[config.mk]
export PLATFORM = sky130hd
export DESIGN_NAME = rmd_cell
export DESIGN_NICKNAME = d
export VERILOG_FILES = /design/src/rtl/core/rmd_pkg.sv /design/src/rtl/core/rmd_cell.sv
export SDC_FILE = /design/constraint.sdc
export NUM_CORES = 1
export LEC_CHECK = 0
export ABC_AREA = 1
export BUFFER_PORTS_ARGS = -buffer_cell sky130_fd_sc_hd__buf_2
export CORE_ASPECT_RATIO = 0.7
export CORE_UTILIZATION = 33
export DETAILED_ROUTE_END_ITERATION = 10
export GPL_TIMING_DRIVEN = 0
export PLACE_DENSITY = 0.72
export SLEW_MARGIN = 40
export SYNTH_ARGS = -nofsm -noshare
export SYNTH_HDL_FRONTEND = slang
export SYNTH_SLANG_ARGS = --single-unit
[constraint.sdc]
create_clock -name clk -period 1.05 [get_ports clk]
set_clock_uncertainty 0.1 [all_clocks]
set_input_delay 0.105 -clock clk [delete_from_list [all_inputs] [get_ports clk]]
set_output_delay 0.105 -clock clk [all_outputs]
set_load 0.03 [all_outputs]
[src/rtl/core/rmd_pkg.sv]
// Shared types and constants for the reflective mark detector.
`default_nettype none
package rmd_pkg;
	localparam int unsigned CFG_IDX_BITS = 3;
	localparam int unsigned CFG_DATA_BITS = 20;
	localparam logic [2:0] REG_DEPTH = 3'd0;
	localparam logic [2:0] REG_MIN_AREA = 3'd1;
	localparam logic [2:0] REG_MAX_AREA = 3'd2;
	localparam logic [2:0] REG_VOID = 3'd3;
	localparam logic [2:0] REG_ALPHA = 3'd4;
	localparam logic FUNC_SAMPLE = 1'b0;
	localparam logic FUNC_RESTART = 1'b1;

	// Control sent from the sequencer to every history cell.
	typedef struct packed {
		logic shift;
		logic rotate;
	} cell_ctrl_t;
endpackage
`default_nettype wire

[src/rtl/core/rmd_cell.sv]
// One history cell: holds a level and a position and hands them to its neighbor.
`default_nettype none
module rmd_cell #(
	parameter int unsigned SAMPLE_BITS = 12
) (
	input  wire                      clk,
	input  wire                      arst_n,
	input  rmd_pkg::cell_ctrl_t      ctrl,
	input  wire  [SAMPLE_BITS-1:0]   level_in,
	input  wire  [31:0]              pos_in,
	output logic [SAMPLE_BITS-1:0]   level_q,
	output logic [31:0]              pos_q
);
	always_ff @(posedge clk or negedge arst_n) begin
		if (!arst_n) begin
			level_q <= '0;
			pos_q <= '0;
		end else if (ctrl.shift || ctrl.rotate) begin
			level_q <= level_in;
			pos_q <= pos_in;
		end
	end
endmodule
`default_nettype wire

# --- Yosys cells after proc, flatten, opt, wreduce, memory -nomap -nowiden ---
# Index checks and enable logic that the tools add are counted.
op_classes:
  reduce_logical: 1
ops:
  columns: ["operator", "count"]
  rows:
  - ["$logic_or 1x1->1", 1]
word_totals:
  out_inout_bits: 44
  input_bits: 48
  reg_bits: 44
  elab_cells: 3

# --- Longest topological paths before layout ---
depth:
  ltp_word: 1
  mapped_depth: 5
  mapped_depth_nobuf: 3

# --- Least setup slack after synthesis ---
# OpenSTA, ideal clock, no wires.
synth_path:
  path_type: "register -> register"
  startpoint: "register pos_q[10] (netlist name)"
  endpoint: "register pos_q[10]"
  setup_slack_ns: 0.206
  period_less_slack_ns: 0.844
  path_buffers: 0
  stages_incl_launch_ff: 3
  required_time_ns: 0.827
  arrival_time_ns: 0.621
  setup_time_ns: 0.123
  cell_sequence: "dfrtp_1 -> nand2_2 -> nand2_1"
synth_rtl:
  columns: ["item", "line_no", "text"]
  rows:
  - ["end signal, assigned", "rmd_cell.sv:20", "pos_q <= pos_in;"]
  - ["end, declared", "rmd_cell.sv:12", "output logic [31:0] pos_q"]

# --- Final worst setup path ---
layout_path:
  startpoint: "register level_q[8]"
  endpoint: "output port level_q[8]"
layout_rtl:
  columns: ["item", "line_no", "text"]
  rows:
  - ["start, declared", "rmd_cell.sv:11", "output logic [SAMPLE_BITS-1:0] level_q,"]
  - ["start signal, assigned", "rmd_cell.sv:19", "level_q <= level_in;"]
# No word-level cell between the ends.

==> results.py <==
metrics = {
    "placement": {
        "placed_cells": 349,
        "port_buffers": 89,
        "dp_slack_ns": 0.0475,
        "place_hpwl_mm": 2.91,
        "place.gp.congestion": 0.709,
    },
    "sta": {
        "fin_crit_ns": 1.06,
        "layout_setup_ws_ns": -0.00716,
        "worst_pin_slew_ns": 0.556,
        "final.period_utilization_pct": 101,
        "fmax_ghz": 0.946,
        "max_slew_margin_pct": 62.9,
        "hold_viol": 0,
        "rsz0062_at_grt": "yes",
        "slew_viol_final": 0,
        "setup_violations": 3,
    },
    "clocking": {
        "clk_path_buf_depth": 2,
        "h-tree-depth": 2,
        "cts_sinks": 44,
        "cts_buffers": 5,
        "path_clk_slew_ns": 0.08,
        "cts-root-buf": "clkbuf_8",
        "cts_tree": "built",
        "clock_latency_ns": 0.28,
    },
    "synthesis": {
        "synth-seq-cells": 44,
        "synth_top_area_cell": "dfrtp_1",
        "synth_nets": 239,
        "synth-edff-count": 0,
        "syn_inst": 191,
        "ys_types": 9,
        "syn_area_um2": 1780,
        "avgSynthCellArea_um2": 9.33,
        "synth_warnings": 0,
        "ys_seq_area_share_pct": 61.8,
        "synth_area_leaders": "dfrtp_1 62%, nand2_1 18%, o21ai_0 12%",
        "ys_top_cells_by_count": "86 x nand2_1, 44 x dfrtp_1, 44 x o21ai_0, 8 x clkbuf_2",
        "async_reset_ff_share_pct": 100,
        "synthDominantCellAreaShare_pct": 61.8,
        "yosysMostFrequentCell": "nand2_1",
        "synth_ff_type": "dfrtp_1",
    },
    "global_route": {
        "grt_pass1_vias": 1932,
        "grt_usage_pct": 21.4,
        "gr-total-overflow": 0,
        "antenna_found_initial": 0,
        "grt_first_pass_wirelength_mm": 9.47,
        "grt_max_degree": 45,
    },
    "critical_path": {
        "cp.arrival_ns": 0.85,
        "slowest_delay_ns": 0.41,
        "crit_buf_inv": 1,
        "crit_path_top_delay_cell": "dfrtp_1",
        "critPathTopFamily": "flip-flops",
        "r2r_slack_ns": 0.08,
        "rr_startpoint": "pos_q[4]",
        "required_ns": 0.84,
        "cp_max_fo": 2,
        "path_class": "register to primary output",
        "reg2regPathDepth": 4,
        "r2r-end": "pos_q[4]",
        "critPathLaunchType": "register",
        "path_cells": "buf_6",
        "critPathCaptureType": "primary output",
    },
    "pwr": {
        "p_leak_nw": 1.68,
        "vdd_drop_max_mv": 0.797,
        "power_mw": 4.25,
        "powerDensity_nw_per_um2": 1290,
    },
    "job": {
        "cap_violations": 0,
    },
    "outcome": {
        "failed_checks": "negative setup slack",
        "status": "complete, but fails checks",
    },
    "floorplanning": {
        "dieArea_um2": 5700,
        "start_util_pct": 35.7,
        "ios": 92,
        "coreArea_um2": 4990,
        "core.rowCount": 21,
        "die_w_um": 89.8,
        "die-height_um": 63.5,
    },
    "finish": {
        "layout.nets": 402,
        "stdcell_count": 424,
        "n_fill_cell": 381,
        "antennaDiodeCount": 0,
        "drive_above_1_share_pct": 37.7,
        "area_growth_pct": 85.0,
    },
    "routing": {
        "via_count": 1920,
        "drtAntennaViolNets": 0,
        "dr.first_iter.drc_count": 89,
        "wirelength_mm": 5.75,
        "drc": 0,
        "via_per_inst": 4.53,
        "wl_per_cell_um": 13.6,
        "drtPass1Iterations": 6,
    },
    "worst_hold_path": {
        "min_path_type": "primary input to register",
        "whs_path_depth": 3,
        "worstHoldEndpoint": "pos_q[31]",
        "min_from": "ctrl[0]",
    },
}
per-stage QoR:
stage / area, um2 / util, % / hold slack (ns) / setup TNS, ns
2_1_floorplan: 1780 / - / -0.291 / 0
3_3_place_gp: 2310 / 46.3 / 0.215 / -0.151
3_5_place_dp: 2320 / 46.4 / 0.0381 / 0
4_1_cts: 3200 / 64.1 / 0.0344 / -0.0391
5_1_grt: 3300 / 66.0 / 0.0435 / -0.965
6_report: 3300 / 66.0 / 0.0331 / -0.0129
worst max-delay path by stage:
stage               start         end  slack [ns]  depth (start not counted)
2_1_floorplan   pos_q[10]   pos_q[10]        0.21                          2
3_3_place_gp       arst_n  level_q[2]      -0.006                          1
3_5_place_dp      ctrl[1]   pos_q[24]        0.05                          4
4_1_cts        level_q[8]  level_q[8]       -0.01                          1
5_1_grt        level_q[1]  level_q[1]       -0.04                          1
6_report       level_q[8]  level_q[8]      -0.007                          1
cells by family after synthesis:
| logic type | synth area share [%] |
|---|---|
| AOI/OAI and AO/OA | 12.4 |
| buffers and inverters | 5.90 |
| DFF | 61.8 |
| and+or+nand+nor | 19.9 |
layer usage:
| layer | GRT usage (%) | part of all wire [%] | vias up |
|---|---|---|---|
| li1 | - | - | 934 |
| met2 | 37.4 | 48 | 76 |
| met1 | 26.1 | 45 | 901 |
| met4 | 6.76 | 1.0 | 0 |
| met3 | 5.56 | 5.8 | 9 |
| met5 | 0 | 0 | - |
layout by cell type, fill, tap and decap left out:
cell            n
buf_2          44
buf_4          25
buf_6          46
clkbuf_1        2
clkbuf_2        8
clkbuf_8        8
dfrtp_1        44
dlygate4sd3_1  45
nand2_1        86
nand2_2         2
nor2_8          1
o21ai_0        44
sequential cells by signal, indices dropped and copies added, names as in the netlist:
name and flops:
level_q 12, pos_q 32
cell type report:
| class | count | area (um2) | share of cell area, % |
|---|---|---|---|
| tap | 69 | 86.3 | 2.62 |
| clock buffer | 8 | 90.1 | 2.73 |
| buffer | 14 | 105 | 3.19 |
| timing repair buffer | 156 | 1340 | 40.6 |
| multi-input combinational | 133 | 576 | 17.5 |
| sequential | 44 | 1100 | 33.4 |
where the power goes:
group          switching [mW]  internal [mW]  total, mW
Combinational           0.616          0.606       1.22
Clock                   0.545          0.537       1.08
Sequential              0.108           1.83       1.94
Total                    1.27           2.98       4.25
repair_timing:
| item | CTS | global route |
|---|---|---|
| buffers inserted | 11 | 11 |
| endpoints found under the hold margin | 88 | 0 |
| endpoints found under the setup margin | 44 | 44 |
| hold buffers | 45 | 0 |
| gates resized for setup | 84 | 4 |
| gates cloned | 0 | 0 |
| pin swaps | 0 | 0 |
Power figures use the tool's default switching activity.
