## src/rtl/core/rmd_divider.sv

```systemverilog
// Restoring divider for the moving-average sum, one quotient bit per cycle.
`default_nettype none
module rmd_divider #(
	parameter int unsigned NUM_BITS = 16,
	parameter int unsigned DEN_BITS = 5
) (
	input  wire                 clk,
	input  wire                 arst_n,
	input  wire                 start,
	input  wire  [NUM_BITS-1:0] num,
	input  wire  [DEN_BITS-1:0] den,
	output logic                done,
	output logic [NUM_BITS-1:0] quot
);
	localparam int unsigned CNT_BITS = $clog2(NUM_BITS + 1);
	logic [CNT_BITS-1:0] cnt_q;
	logic busy_q;
	logic [NUM_BITS-1:0] num_q;
	logic [DEN_BITS-1:0] den_q;
	logic [DEN_BITS:0] rem_q;
	logic [DEN_BITS:0] trial;

	assign trial = {rem_q[DEN_BITS-1:0], num_q[NUM_BITS-1]};

	always_ff @(posedge clk or negedge arst_n) begin
		if (!arst_n) begin
			busy_q <= 1'b0;
			done <= 1'b0;
			cnt_q <= '0;
		end else begin
			done <= 1'b0;
			if (start) begin
				busy_q <= 1'b1;
				cnt_q <= CNT_BITS'(NUM_BITS);
				num_q <= num;
				den_q <= den;
				rem_q <= '0;
				quot <= '0;
			end else if (busy_q) begin
				num_q <= num_q << 1;
				if (trial >= {1'b0, den_q}) begin
					rem_q <= trial - {1'b0, den_q};
					quot <= {quot[NUM_BITS-2:0], 1'b1};
				end else begin
					rem_q <= trial;
					quot <= {quot[NUM_BITS-2:0], 1'b0};
				end
				cnt_q <= cnt_q - 1'b1;
				if (cnt_q == CNT_BITS'(1)) begin
					busy_q <= 1'b0;
					done <= 1'b1;
				end
			end
		end
	end
endmodule
`default_nettype wire
```

## config.mk

```make
export PLATFORM = sky130hd
export DESIGN_NAME = rmd_divider
export DESIGN_NICKNAME = d
export VERILOG_FILES = /design/src/rtl/core/rmd_divider.sv
export SDC_FILE = /design/constraint.sdc
export NUM_CORES = 1
export LEC_CHECK = 0
export BUFFER_PORTS_ARGS = -buffer_cell sky130_fd_sc_hd__buf_2
export CAP_MARGIN = 10
export CELL_PAD_IN_SITES_DETAIL_PLACEMENT = 1
export CELL_PAD_IN_SITES_GLOBAL_PLACEMENT = 1
export CORE_MARGIN = 2
export CORE_UTILIZATION = 48
export CTS_CLUSTER_SIZE = 30
export DETAILED_ROUTE_END_ITERATION = 8
export GPL_TIMING_DRIVEN = 0
export PLACE_DENSITY_LB_ADDON = 0.1
export SLEW_MARGIN = 30
export SYNTH_ARGS = -nofsm -noshare
export SYNTH_HDL_FRONTEND = slang
export SYNTH_SLANG_ARGS = --single-unit
export TNS_END_PERCENT = 50
```

## constraint.sdc

```tcl
create_clock -name clk -period 5.1 [get_ports clk]
set_input_delay 0.765 -clock clk [delete_from_list [all_inputs] [get_ports clk]]
set_output_delay 0.765 -clock clk [all_outputs]
set_load 0.02 [all_outputs]
```

## After elaboration in Yosys (flattened, before gate mapping)

Cells that the tools add are included.
W data, S select, Z words.

| storage, ports and cells | value |
|---|---|
| flip-flop bits (word level) | 50 |
| output and inout port bits | 17 |

| operators by class | value |
|---|---|
| add/subtract/negate cells | 2 |
| $lt $le $gt $ge | 1 |
| equality and inequality tests | 1 |
| multiplexer cells | 14 |
| reduce and logical (&&, ||, !) cells | 3 |

Operators by type and width:

| kind | number |
|---|---|
| $mux W16 | 3 |
| $mux W6 | 2 |
| $mux W5 | 2 |
| $mux W1 | 7 |
| $ge A6 B5 Y1 | 1 |
| $sub A6 B5 Y6 | 1 |
| $eq A5 B1 Y1 const B | 1 |
| $sub A5 B1 Y5 const B | 1 |
| $reduce_and A2 Y1 | 2 |
| $reduce_bool A2 Y1 | 1 |

## Depth between registers and ports, before layout

| depth | value |
|---|---|
| word-level depth | 4 |
| gate-level depth with buffers | 8 |
| gate-level depth less buffers | 8 |

## Worst setup path after synthesis

OpenSTA, ideal clock, no wires.

| path | value |
|---|---|
| path type | reg2reg |
| start | reg num_q[15] |
| end | reg rem_q[2], data pin |
| arrival time | 1.993 ns |
| slack | 2.927 ns |
| stages on the path, launching flop included | 9 |
| path buffers | 0 |
| path through | edfxtp_1 -> inv_1 -> ha_1 -> inv_1 -> fa_1 -> a211o_2 -> o211a_1 -> or4_1 -> o311ai_1 |

| between the ends | value |
|---|---|
| longest elaborated chain between the ends | 3 |
| elaborated cells between the ends (all ways) | 4 |

RTL lines:

| item | RTL line | RTL |
|---|---|---|
| from (decl) | 18 | `logic [NUM_BITS-1:0] num_q;` |
| from (signal assigned) | 35 | `num_q <= num;` |
| from (signal assigned) | 40 | `num_q <= num_q << 1;` |
| $sub A6 B5 Y6 or $ge A6 B5 Y1 (tied branches) | 42, 41 |  |
| $mux W6 * | 41 | `if (trial >= {1'b0, den_q}) begin` |
| $mux W6 * | 39 | `end else if (busy_q) begin` |
| to (signal assigned) | 42 | `rem_q <= trial - {1'b0, den_q};` |
| to (signal assigned) | 45 | `rem_q <= trial;` |
| to (decl) | 20 | `logic [DEN_BITS:0] rem_q;` |

Mark *: on every way between the ends. The rest lies on a longest branch, timed or not.
A chain may end at the register's enable or synchronous reset.

## Final worst setup path

Same ends and word-level chain as after synthesis.

==> out/results.tsv <==
metric	value	unit
h-tree-depth	2	
p_leak	1.22	nW
cp_data_arrival_time	2490	ps
seqCellArea	1440	µm²
viasPerCell	5.27	
final_nets	256	
endpoint_kind	flip-flop	
cts_tree	built	
cts_root_buf	clkbuf_8	
relSlewSlack	0.499	
period_needed	2360	ps
synthCells	178	
antenna_left	0	
rows	25	
setup-tns-final	0	ps
route.detailed.drc	0	
path_depth	8	
drtPass1Iterations	4	
wl_per_cell	15.2	µm
routed_wl	4440	µm
path_clk_slew	90	ps
powerDensity	372	nW/µm²
core	4750	µm²
ys_ff_latch	49	
worstSetupStartpointType	flip-flop	
grt_overflow	0	
start_util	0.502	
avgSynthCellArea	13.4	µm²
syn_nets	210	
cts_repair_resize_count	0	
synthArstFlopShare	0.143	
synth_cell_types	42	
diodes	0	
antenna_found_initial	0	
fin_crit_sh	0.463	
synthToLayoutAreaGrowth	16.5	%
final_common_cell	edfxtp_1	
numCtsBuffers	5	
crit_type	flip-flop to flip-flop	
drive_gt1_frac	0.307	
drv_cap	0	
cp_num_buf_inv	2	
tightest_slew	748	ps
crit_top_cell	inv_1	
die_area	5550	µm²
die_w	74.5	µm
hold_viol	0	
num_vias	1539	
clk_latency	300	ps
dp_hpwl	3370	µm
synthFlopType	edfxtp_1	
cts_setup_buffers	0	
finalPower	1.03	mW
cp_top_family	compound AO/OA/AOI/OAI gates	
drtIter0Drc	33	
fillers	511	
rr_worst_depth	8	
die_height	74.5	µm
finClkSkew	5.00	ps
mostFrequentLayoutCells	edfxtp_1 (42), buf_2 (39), nor2_1 (26)	
synth_top_area_cell	edfxtp_1	
yosysSeqAreaShare	0.602	
critical-path-max-stage-delay	490	ps
ys.warnings.count	0	
gp_congestion	0.808	
multi_input_area	863	µm²
ios	41	
grt_pass1_vias	1565	
portBuffers	39	
grt_pass1_wl	7380	µm
hold_class	input pin to asynchronous set/reset pin	
required	5220	ps
maxSlewViolCount	0	
cp_slowest_cell	or4_1	
crit_fanout	3	
clock_path_buffers	2	
syn_area	2380	µm²
synth_edf_count	42	
fmax	423	MHz
yosysTopAreaCellShare	0.529	
max-vdd-ir-drop	0.142	mV
setup_viol	0	
clkSinkCount	49	
grt_max_degree	31	
rsz0062_at_grt	false	
run_status	complete, no violations	
worstPathCellList	inv_1, ha_1, inv_1, fa_1, a211o_2, o211a_1, or4_1, o311ai_1	
synthTopCellsByArea	edfxtp_1 (53%), dfrtp_1 (7.3%), mux2_2 (7.1%)	
gr-usage-all-layers	0.176	
postCtsHoldBufs	0	
## registers in the layout, indices dropped and copies added (netlist names)
register / count
busy_q: 1
cnt_q: 5
den_q: 5
done: 1
num_q: 16
quot: 16
rem_q: 5
## cell usage after synthesis (2+ instances only)
cell type / count
edfxtp_1: 42
nor2_1: 26
mux2_2: 15
mux2i_1: 15
inv_1: 11
dfrtp_1: 7
ha_1: 7
xnor2_1: 5
a21oi_1: 3
buf_1: 3
clkbuf_1: 3
nand2_1: 3
a211oi_1: 2
a21o_1: 2
a311oi_1: 2
and2_1: 2
nand2b_1: 2
nand3_1: 2
o2111ai_1: 2
o21ai_0: 2
## logic make-up after synthesis
logic type,count (synthesis),synth area share
DFF,49,0.602
muxes,30,0.134
AOI/OAI and AO/OA,21,0.0703
and+or+nand+nor,44,0.0897
xor gates and xnor gates,6,0.0220
adders and majority gates,8,0.0451
buffers and inverters,20,0.0367
## worst reg2reg max path: stages (launching register included)
cell and delay [ps]:
edfxtp_1 400, inv_1 80, ha_1 160, inv_1 50
fa_1 420, a211o_2 350, o211a_1 140, or4_1 490
o311ai_1 100
## final timing paths
check	slack, ps	startpoint	to
setup / recovery	2740	num_q[15]$_DFFE_PP_	rem_q[2]$_SDFFCE_PP0P_
hold / removal	500	arst_n	cnt_q[1]$_DFFE_PN0N_
setup reg to reg	2740	num_q[15]$_DFFE_PP_	rem_q[2]$_SDFFCE_PP0P_
hold reg to reg	560	cnt_q[4]$_DFFE_PN0N_	cnt_q[4]$_DFFE_PN0N_
max in group asynchronous	4170	arst_n	busy_q$_DFF_PN0_
min in group clk	560	cnt_q[4]$_DFFE_PN0N_	cnt_q[4]$_DFFE_PN0N_
## report_power, final
group	total [mW]	internal, mW	switching (mW)
Combinational	0.229	0.103	0.126
Sequential	0.531	0.494	0.0368
Clock	0.272	0.147	0.125
Total	1.03	0.745	0.287
## final cells by class
| type | count | share of cell area |
|---|---|---|
| timing repair buffer | 39 | 0.0703 |
| clock buffer | 6 | 0.0261 |
| clock inverter | 2 | 0.0140 |
| buffer | 9 | 0.0167 |
| multi-input combinational | 109 | 0.311 |
| inverter | 11 | 0.0149 |
| tap | 67 | 0.0302 |
| sequential | 49 | 0.517 |
## through the flow
step	area [µm²]	util	cells	hold WS (ps)	setup slack, ps
after global routing	2780	0.584	292	503	2650
final	2780	0.584	292	499	2740
after floorplan	2380	-	178	469	2930
after detailed placement	2670	0.561	284	542	2620
after global placement	2660	0.560	284	509	2290
after CTS	2780	0.584	292	490	2730
## layer usage
| metal | vias to the layer above | routed length [µm] | track usage |
|---|---|---|---|
| li1 | 745 | - | - |
| met1 | 749 | 2000 | 0.222 |
| met2 | 39 | 2190 | 0.297 |
| met3 | 6 | 203 | 0.0515 |
| met4 | 0 | 45 | 0.0476 |
| met5 | - | 0 | 0 |
No activity file was read; power rests on OpenSTA's default activity.
